==> src/rtl/tmt_div.sv <==
// Pipelined restoring divider, one quotient bit per stage, saturating on overflow.
`default_nettype none
module tmt_div #(
    parameter int NW = 37,
    parameter int DW = 16,
    parameter int QW = 36,
    parameter int SW = 1
) (
    input  wire logic          i_clk,
    input  wire logic          i_rst_n,
    input  wire logic          i_en,
    input  wire logic          i_valid,
    input  wire logic [NW-1:0] i_num,
    input  wire logic [DW-1:0] i_den,
    input  wire logic [SW-1:0] i_side,
    output logic               o_valid,
    output logic [QW-1:0]      o_quo,
    output logic [SW-1:0]      o_side
);

    logic [QW:0]   r_v;
    logic          r_ovf  [QW+1];
    logic [DW-1:0] r_rem  [QW];
    logic [DW-1:0] r_den  [QW];
    logic [QW-1:0] r_low  [QW+1];
    logic [SW-1:0] r_side [QW+1];

    always_ff @(posedge i_clk) begin
        if (!i_rst_n) begin
            r_v <= '0;
        end else if (i_en) begin
            r_v <= {r_v[QW-1:0], i_valid};
        end
    end

    // The upper numerator bits seed the remainder; if they already reach the
    // divisor the quotient cannot fit and the result saturates.
    always_ff @(posedge i_clk) begin
        if (i_en) begin
            r_rem[0]  <= DW'(i_num[NW-1:QW]);
            r_ovf[0]  <= DW'(i_num[NW-1:QW]) >= i_den;
            r_low[0]  <= i_num[QW-1:0];
            r_den[0]  <= i_den;
            r_side[0] <= i_side;
        end
    end

    for (genvar k = 1; k <= QW; k++) begin : g_step
        logic [DW:0] w_trial;
        logic [DW:0] w_diff;
        logic        w_ge;

        assign w_trial = {r_rem[k-1], r_low[k-1][QW-1]};
        assign w_ge    = w_trial >= {1'b0, r_den[k-1]};
        assign w_diff  = w_trial - {1'b0, r_den[k-1]};

        always_ff @(posedge i_clk) begin
            if (i_en) begin
                r_low[k]  <= {r_low[k-1][QW-2:0], w_ge};
                r_ovf[k]  <= r_ovf[k-1];
                r_side[k] <= r_side[k-1];
            end
        end

        if (k < QW) begin : g_carry
            always_ff @(posedge i_clk) begin
                if (i_en) begin
                    r_rem[k] <= w_ge ? w_diff[DW-1:0] : w_trial[DW-1:0];
                    r_den[k] <= r_den[k-1];
                end
            end
        end
    end

    assign o_valid = r_v[QW];
    assign o_quo   = r_ovf[QW] ? {QW{1'b1}} : r_low[QW];
    assign o_side  = r_side[QW];

endmodule
`default_nettype wire

==> config.mk <==
export PLATFORM = sky130hd
export DESIGN_NAME = tmt_div
export DESIGN_NICKNAME = d
export VERILOG_FILES = /design/src/rtl/tmt_div.sv
export SDC_FILE = /design/constraint.sdc
export NUM_CORES = 2
export LEC_CHECK = 0
export BUFFER_PORTS_ARGS = -buffer_cell sky130_fd_sc_hd__buf_4
export CORE_MARGIN = 3
export CORE_UTILIZATION = 55
export DETAILED_ROUTE_END_ITERATION = 8
export GPL_ROUTABILITY_DRIVEN = 0
export PLACE_DENSITY = 0.68
export SETUP_SLACK_MARGIN = 0.3
export SLEW_MARGIN = 30
export SYNTH_ARGS = -nofsm -noshare
export SYNTH_HDL_FRONTEND = slang
export SYNTH_SLANG_ARGS = --single-unit
==> constraint.sdc <==
create_clock -name i_clk -period 6 [get_ports i_clk]
set_input_delay 1.5 -clock i_clk [delete_from_list [all_inputs] [get_ports i_clk]]
set_output_delay 1.5 -clock i_clk [all_outputs]
set_load 0.03 [all_outputs]
==> flow_summary.yaml <==
timing:
  relSlewSlack: 0.2657
  rsz0062_at_grt: "no"
  finalSetupViolations: 0
  fin_crit_sh: 0.5989
  fmax_mhz: 278.3
  period_minus_slack_ns: 3.593
  maxSlewViolCount: 0
  tightest_slew_ns: 1.102
  hold_slack_ns: 0.3683
  layout_setup_ws_ns: 2.407
  fin_skew_ns: 0.05509
  fin_setup_tns_ns: 0
  hold_viol: 0
worst_setup_path:
  crit_slowest_cell: "or2_2"
  start_kind: "register"
  critPathRequiredTime_ns: 4.50
  max_stage_delay_ns: 0.37
  path_class: "register to output pin"
  cpMostUsedCell: "buf_4"
  path_cells: "buf_4, or2_2, buf_4"
  critical_path.max_fanout: 36
  arrival_ns: 2.09
  r2r_cells: 10
  critPathCaptureType: "output pin"
global_route:
  grt-ovfl-total: 0
  grt_pass1_vias: 60440
  grt_pass1_wl_mm: 315.3
  grt_max_degree: 179
  track_usage: 0.1862
  antenna_found_initial: 2
route:
  vias_per_cell: 5.554
  route.detailed.drc: 0
  firstDrtPassIters: 6
  wirelength_mm: 194.8
  avgRoutedWirePerCell_um: 17.94
  vias: 60290
  antenna_left: 0
  dr.first_iter.drc_count: 4440
logic_synthesis:
  syn_area_per_cell_um2: 14.63
  yosys-top-cells-area: "edfxtp_1 (68%), ha_1 (6.3%), mux2_2 (2.9%), inv_1 (2.4%), xnor2_1 (2.0%)"
  synthFlopType: "edfxtp_1"
  synth_edf_count: 2543
  yosysTopAreaCellShare: 0.6809
  synth_area_um2: 112200
  syn_nets: 8323
  synth_area_leader_cell: "edfxtp_1"
  yosysUniqueCellTypes: 96
  ys_ff_latch: 2580
  synthArstFlopShare: 0
  yosysWarnings: 0
  synth_most_common_cell: "edfxtp_1"
  synth_commonest_cells: "edfxtp_1 (2543), inv_1 (718), ha_1 (563)"
  synthCells: 7667
  synth_seq_area_share: 0.6875
power_and_ir_drop:
  power.density_nw_per_um2: 494.6
  peakVddDrop_uv: 386.4
  p_leak_uw: 0.04758
cts:
  clockBufferDepth: 4
  clkLatencyLatePin_ns: 0.93
  clock_sinks: 2580
  cts_buffers: 283
  cts_hold_buf: 0
  post_cts_resized: 0
  htreeDepth: 5
  cts_tree: "yes"
  cts_setup_buffers: 0
  clk_pin_slew_ns: 0.06
  clock-root-buffer: "clkbuf_16"
placement:
  io_buffers: 95
  dpl_worst_slack_ns: 2.449
  place_hpwl_mm: 132.3
run:
  maxCapViolCount: 0
floorplan:
  die_x_um: 457.6
  initial_utilization: 0.5538
  coreArea_um2: 202500
  die_height_um: 457.6
  die_area_um2: 209400
  num_rows: 165
  io_pins: 96
finish:
  synthToLayoutAreaGrowth_pct: 11.41
  final_nets: 8644
  fillers: 14720
  post-route-util: 0.6169
  final_layout_size_suffix_gt1_frac: 0.1128
status:
  status: "complete, no violations"
worst_hold_path:
  hp-class: "register to register"
  min_path_cells: 0
==> routing by layer <==
metal  wire (um)  global-route usage  up-vias
met1       85430              0.2457    29310
met2       93990              0.3091     1291
li1            -                   -    29240
met5           0                   0        -
met3        8256             0.03082      443
met4        7137             0.07561        0
==> cell type report <==
class                           count  area (um^2)  area share
Multi-Input combinational cell   4261        31890      0.2552
Sequential cell                  2580        77100      0.6171
Antenna cell                        2        5.005  0.00004006
Clock inverter                    134         1206    0.009654
Tap cell                         2672         3343     0.02676
Inverter                          718         2695     0.02157
Clock buffer                      345         7410     0.05930
Timing Repair Buffer              144         1292     0.01034
==> power by group <==
group | total [uW] | internal (uW) | switching [uW]
Sequential | 25800 | 24100 | 1690
Combinational | 19800 | 9020 | 10800
Clock | 16200 | 9650 | 6540
Total | 61800 | 42800 | 19000
==> cell usage in the layout (no fill, tap or decap), types with 37 or more instances in the layout <==
master | netlist | final
edfxtp_1 | 2543 | 2543
inv_1 | 718 | 718
ha_1 | 563 | 563
o21ai_0 | 420 | 420
nand2_1 | 410 | 410
nor2_1 | 376 | 376
a21oi_1 | 324 | 324
clkbuf_16 | 0 | 287
mux2_2 | 284 | 284
xnor2_1 | 251 | 251
a21o_1 | 144 | 144
nor2b_1 | 142 | 142
xor2_1 | 130 | 130
buf_4 | 7 | 127
nand3_1 | 98 | 98
nand2b_1 | 95 | 95
mux2i_1 | 93 | 93
nor3_1 | 92 | 92
o21a_1 | 82 | 82
nand4_1 | 66 | 66
clkbuf_1 | 69 | 57
or2_2 | 51 | 51
clkinv_1 | 0 | 49
a31oi_1 | 47 | 47
clkinv_2 | 0 | 45
and3_1 | 38 | 38
dfxtp_1 | 37 | 37
==> path summary, 6_finish.rpt <==
| path | slack [ns] | startpoint | endpoint |
|---|---|---|---|
| setup reg to reg | 2.48 | r_den[5][17]$_DFFE_PP_ | r_rem[5][45]$_DFFE_PP_ |
| hold reg to reg | 0.37 | r_low[9][4]$_DFFE_PP_ | r_low[9][41]$_DFFE_PP_ |
| setup / recovery | 2.41 | r_ovf[4][4]$_DFFE_PP_ | o_quo[3] |
| hold / removal | 0.37 | r_low[9][4]$_DFFE_PP_ | r_low[9][41]$_DFFE_PP_ |
==> kinds of logic after synthesis <==
family | after synthesis | share of synthesized area
xor+xnor | 381 | 0.02975
flops | 2580 | 0.6875
mux | 397 | 0.03902
simple gates | 1481 | 0.06398
compound gates | 1404 | 0.08198
buf+inv | 826 | 0.02871
fa+ha+maj | 598 | 0.06906
==> metrics by stage <==
stage | instances | total power [uW] | area [um^2]
2_1_floorplan | 7667 | 40960 | 112200
3_3_place_gp | 10370 | 45050 | 116300
3_5_place_dp | 10380 | 45700 | 116300
4_1_cts | 10850 | 62300 | 124900
5_1_grt | 10860 | 65670 | 124900
6_report | 10860 | 61800 | 124900
==> worst max-delay path: cells and delay by family (launching register included) <==
| kind | cells | cell delay [ns] |
|---|---|---|
| buffers and inverters | 2 | 0.45 |
| flip-flops | 1 | 0.35 |
| AND/OR/NAND/NOR | 1 | 0.37 |
==> sequential cells by signal, summed over array words and instances, names as in the netlist <==
| name | flops |
|---|---|
| r_side | 37 |
| r_v | 37 |
| r_rem | 561 |
| r_den | 576 |
| r_low | 1332 |
| r_ovf | 37 |
(Power assumes the default switching activity.)
