--- config.mk ---
export PLATFORM = sky130hd
export DESIGN_NAME = tmt_isqrt
export DESIGN_NICKNAME = d
export VERILOG_FILES = /design/src/rtl/tmt_isqrt.sv
export SDC_FILE = /design/constraint.sdc
export NUM_CORES = 2
export LEC_CHECK = 0
export CORE_MARGIN = 2
export CORE_UTILIZATION = 58
export DETAILED_ROUTE_END_ITERATION = 10
export DONT_BUFFER_PORTS = 1
export PLACE_DENSITY = 0.81
export SLEW_MARGIN = 15
export SYNTH_ARGS = -nofsm -noshare
export SYNTH_HDL_FRONTEND = slang
export SYNTH_SLANG_ARGS = --single-unit
--- constraint.sdc ---
create_clock -name i_clk -period 3.3 [get_ports i_clk]
set_input_delay 0.99 -clock i_clk [delete_from_list [all_inputs] [get_ports i_clk]]
set_output_delay 0.99 -clock i_clk [all_outputs]
set_load 0.03 [all_outputs]
--- src/rtl/tmt_isqrt.sv ---
// Pipelined integer square root, one root bit per stage.
`default_nettype none
module tmt_isqrt #(
    parameter int NW = 54,
    parameter int SW = 1
) (
    input  wire logic            i_clk,
    input  wire logic            i_rst_n,
    input  wire logic            i_en,
    input  wire logic            i_valid,
    input  wire logic [NW-1:0]   i_n,
    input  wire logic [SW-1:0]   i_side,
    output logic                 o_valid,
    output logic [NW/2-1:0]      o_root,
    output logic [SW-1:0]        o_side
);

    localparam int RW = NW / 2;

    logic [RW:0]   r_v;
    logic [NW-1:0] r_n    [RW];
    logic [RW+1:0] r_r    [RW];
    logic [RW-1:0] r_q    [RW+1];
    logic [SW-1:0] r_side [RW+1];

    always_ff @(posedge i_clk) begin
        if (!i_rst_n) begin
            r_v <= '0;
        end else if (i_en) begin
            r_v <= {r_v[RW-1:0], i_valid};
        end
    end

    always_ff @(posedge i_clk) begin
        if (i_en) begin
            r_n[0]    <= i_n;
            r_r[0]    <= '0;
            r_q[0]    <= '0;
            r_side[0] <= i_side;
        end
    end

    // Each stage brings down two radicand bits and tries the digit 4q+1.
    for (genvar k = 1; k <= RW; k++) begin : g_step
        logic [RW+3:0] w_cur;
        logic [RW+3:0] w_try;
        logic [RW+3:0] w_diff;
        logic          w_ge;

        assign w_cur  = {r_r[k-1], r_n[k-1][NW-1:NW-2]};
        assign w_try  = {2'b00, r_q[k-1], 2'b01};
        assign w_ge   = w_cur >= w_try;
        assign w_diff = w_cur - w_try;

        always_ff @(posedge i_clk) begin
            if (i_en) begin
                r_q[k]    <= {r_q[k-1][RW-2:0], w_ge};
                r_side[k] <= r_side[k-1];
            end
        end

        if (k < RW) begin : g_carry
            always_ff @(posedge i_clk) begin
                if (i_en) begin
                    r_r[k] <= w_ge ? w_diff[RW+1:0] : w_cur[RW+1:0];
                    r_n[k] <= {r_n[k-1][NW-3:0], 2'b00};
                end
            end
        end
    end

    assign o_valid = r_v[RW];
    assign o_root  = r_q[RW];
    assign o_side  = r_side[RW];

endmodule
`default_nettype wire

==> reports/qor.txt <==
========================================================================================
Status                                                                      complete, but fails checks
Violations in the final reports                                             setup timing
Reported leakage power                                                           37.8 nW
Horizontal die dimension                                                          392 µm
Storage element area                                                           56900 µm²
Die boundary height                                                               392 µm
Source of the worst hold timing path                                             i_n[43]
Library cell appearing most often on the critical path                             or4_4
Number of I/O port buffers                                                             0
Top post-synthesis cells by count                                           edfxtp_1 (1876), inv_1 (539), nand2_1 (409)
Largest area contributor in the netlist                                         edfxtp_1
Top-count cell post-synth                                                       edfxtp_1
Total Routing Usage GR                                                             21.3%
Hold Vio Cnt, Final                                                                    0
Capture instance of the worst register-to-register path                     r_r[11][7]$_DFFE_PP_
Antenna Cells                                                                          0
Std-Cell Core Area                                                            150000 µm²
Adder and majority cell fraction of the synthesized area                           5.84%
Dominant combinational cell family by area after synthesis                  simple AND/OR/NAND/NOR gates
Clock Skews                                                                    0.0625 ns
Total grt overflow                                                                     0
Total wire length                                                                 166 mm
Starting DRC count in detailed routing                                              4062
Synth Area in XOR/XNOR                                                             5.95%
Detailed-route wire length per cell                                              18.2 µm
Fill count                                                                         10500
Critical Path Start Type                                                        register
Number of cells on the worst reg-to-reg path                                           8
Number of warnings issued by yosys                                                     0
Netlist cell types                                                                    91
Startpoint of the most critical register-to-register path                   r_r[10][13]$_DFFE_PP_
Root Buffer                                                                    clkbuf_16
Count of flip-flops with a built-in enable after synthesis                          1876
Main synth FF type                                                              edfxtp_1
Number of storage elements in the synthesis netlist                                 1904
Fmax                                                                             296 MHz
Yosys top cell area share                                                          64.6%
Maximum ir drop on the vdd rail                                                   574 µV
Clk_lat worst skew                                                               0.83 ns
Count of standard-cell rows                                                          142
Final count of pins violating max slew                                                 0
Mapped cell area                                                               87200 µm²
CP peak stage delay                                                              0.56 ns
Pin count of the biggest net entering global routing                                 253
Clock transition at path regs                                                    0.07 ns
Total power per unit cell area                                                665 nW/µm²
Crit path launch                                                            r_r[10][13]$_DFFE_PP_
Fin Setup TNS                                                                  -0.401 ns
Maximum number of buffers from clock root to sink                                      3
Initial antenna violation count                                                        2
Worst-path fanout max                                                                 20
Share of the core filled with cells                                                65.8%
Half-perimeter wire length after placement                                        113 mm
Maximum capacitance violations                                                         0
Required time worst endpoint                                                     3.88 ns
Synthesis-to-finish area growth                                                    13.0%
Worst Path Class, Setup                                                       reg -> reg
Total CTS buffers                                                                    189
Initial standard-cell utilization of the core                                      58.3%
Final antenna-violating net count                                                      0
Level count of the clock H-tree                                                        4
Multiplexer area fraction after synthesis                                          1.05%
Final Power                                                                      65.5 mW
CP cell instances                                                           or4_4, or4b_4, or4_4, nor4_4, nand2b_1, a211o_4, buf_12, mux2_2
Final Instance Count excl. Fillers                                                  9129
Multi-input combinational cell area                                            28400 µm²
Critical Path Sink Type                                                         register
Total clock sinks                                                                   1904
Synthesized instance count                                                          6636
Crit path to                                                                r_r[11][7]$_DFFE_PP_
Smallest setup slack after layout                                             -0.0770 ns
Worst slew slack as a fraction of its limit                                        21.9%
Total number of nets in the final design                                            7419
Hold path depth                                                                        0
Worst path arrival time                                                          3.96 ns
Hold_buf cts                                                                           0
Via total after detailed routing                                                   52404
Avg Cell Area, Syn                                                              13.1 µm²
Tcrit/Tclk final                                                                    102%
Post-synthesis net count                                                            7102
Final critical delay including setup and external delays                         3.38 ns
Tightest Pin Transition                                                          1.17 ns
CTS tree                                                                           built
Setup repair after global routing missed its margin                                  yes
Asr flop ratio synth                                                                  0%
Number of global-route vias before repair                                          51123
Simple-gate area share of the yosys netlist                                        9.90%
Fraction of the mapped netlist area in compound gates                              9.11%
Wire length of the first global-routing pass                                      262 mm
Routability congestion estimate from global placement                              0.934
Die footprint                                                                 153000 µm²
Class of the most critical hold timing path                                    in -> reg
Ratio of cells with drive above 1 in the final layout                              10.7%
Remaining DRCs                                                                         0
Number of search-and-repair iterations in the first detailed-routing pass              6
Final-report setup violation count                                                    13
I/O Pins                                                                              88
Worst Hold Margin                                                               0.246 ns
CP max stage cell                                                                  or4_4
Fraction of the yosys area taken by sequential cells                               65.3%
Worst R2R Setup Slack                                                           -0.08 ns
Largest cells by area after synthesis                                       edfxtp_1 (65%), ha_1 (5.8%), xnor2_1 (3.2%)
Placed insts                                                                        8750
Average vias per placed instance                                                    5.74
========================================================================================
## worst min-delay path by stage
stage,endpoint,slack (ns)
2_1_floorplan,r_n[0][100]$_DFFE_PP_,0.40
3_3_place_gp,r_n[0][787]$_DFFE_PP_,0.40
3_5_place_dp,r_n[0][122]$_DFFE_PP_,0.40
4_1_cts,r_n[0][43]$_DFFE_PP_,0.18
5_1_grt,r_n[0][43]$_DFFE_PP_,0.20
6_report,r_n[0][43]$_DFFE_PP_,0.25
## state kept, by name, indices dropped and copies added, names as in the netlist
name    cells
r_v        28
r_r       714
r_side     28
r_n       756
r_q       378
## repair_timing
item,CTS,global route
setup buffers,1,21
hold endpoints to repair,0,0
gates resized for setup,18,139
cloned,0,4
pin swaps,3,28
setup endpoints to repair,35,450
## critical path: cells and delay by family, from the launching register on
kind / cells / cell delay (ns)
multiplexers: 1 / 0.27
AO/OA/AOI/OAI: 1 / 0.33
buffers and inverters: 1 / 0.17
AND/OR/NAND/NOR: 5 / 1.97
flip-flops: 1 / 0.42
## metal layers
| metal | track usage [%] | part of all wire [%] | routed length [µm] |
|---|---|---|---|
| met1 | 27.4 | 42 | 69200 |
| met2 | 36.4 | 50 | 82200 |
| met3 | 3.29 | 5.4 | 8900 |
| met4 | 8.43 | 3.4 | 5620 |
| met5 | 0 | 0.0078 | 13 |
## cells in the final DEF, fill, tap and decap left out, drive strengths merged, types with 12 or more instances in the layout
master	count
and3	31
nor4	99
buf	249
nor2b	77
ha	407
o21a	82
bufinv	20
a31oi	41
or2	48
xnor2	321
nand4	67
nor2	387
mux2i	40
o31ai	33
o211ai	16
o21bai	37
a21oi	398
nand3	109
dfxtp	28
edfxtp	1876
nand2	409
and4	12
mux2	46
a211o	14
or4	60
a21boi	25
and2	23
clkbuf	237
clkinv	85
a211oi	25
a21o	166
inv	546
or3	62
nand2b	84
xor2	271
o21ai	332
nor3	152
nand3b	27
## metrics by stage
| step | cell area (µm²) | setup slack, ns |
|---|---|---|
| after global placement | 91300 | -0.689 |
| after CTS | 97600 | -0.00672 |
| after detailed placement | 91300 | -0.788 |
| after global routing | 98500 | -0.130 |
| after floorplan | 87200 | -0.0295 |
| final | 98500 | -0.0770 |
## cell families (layout without fill, tap and decap cells)
kind of cell / after synthesis / in the layout
xor+xnor: 592 / 592
compound gates: 1281 / 1282
other cells: 1 / 1
mux: 86 / 86
buf+inv: 668 / 1144
flops: 1904 / 1904
simple gates: 1697 / 1697
fa+ha+maj: 407 / 407
## where the power goes
group	total (mW)	internal (mW)	leakage [nW]	switching [mW]
clock network	21.4	12.3	3.05	9.05
logic	12.1	5.34	16.5	6.73
registers	32.0	30.1	18.2	1.89
## area by class of cell
cell class	count	area share, %
sequential	1904	57.8
multi-input combinational	4065	28.9
clock buffer	234	5.03
tap	2016	2.56
timing repair buffer	252	2.36
inverter	541	2.06
clock inverter	117	1.35
Power figures use the tool's default switching activity.
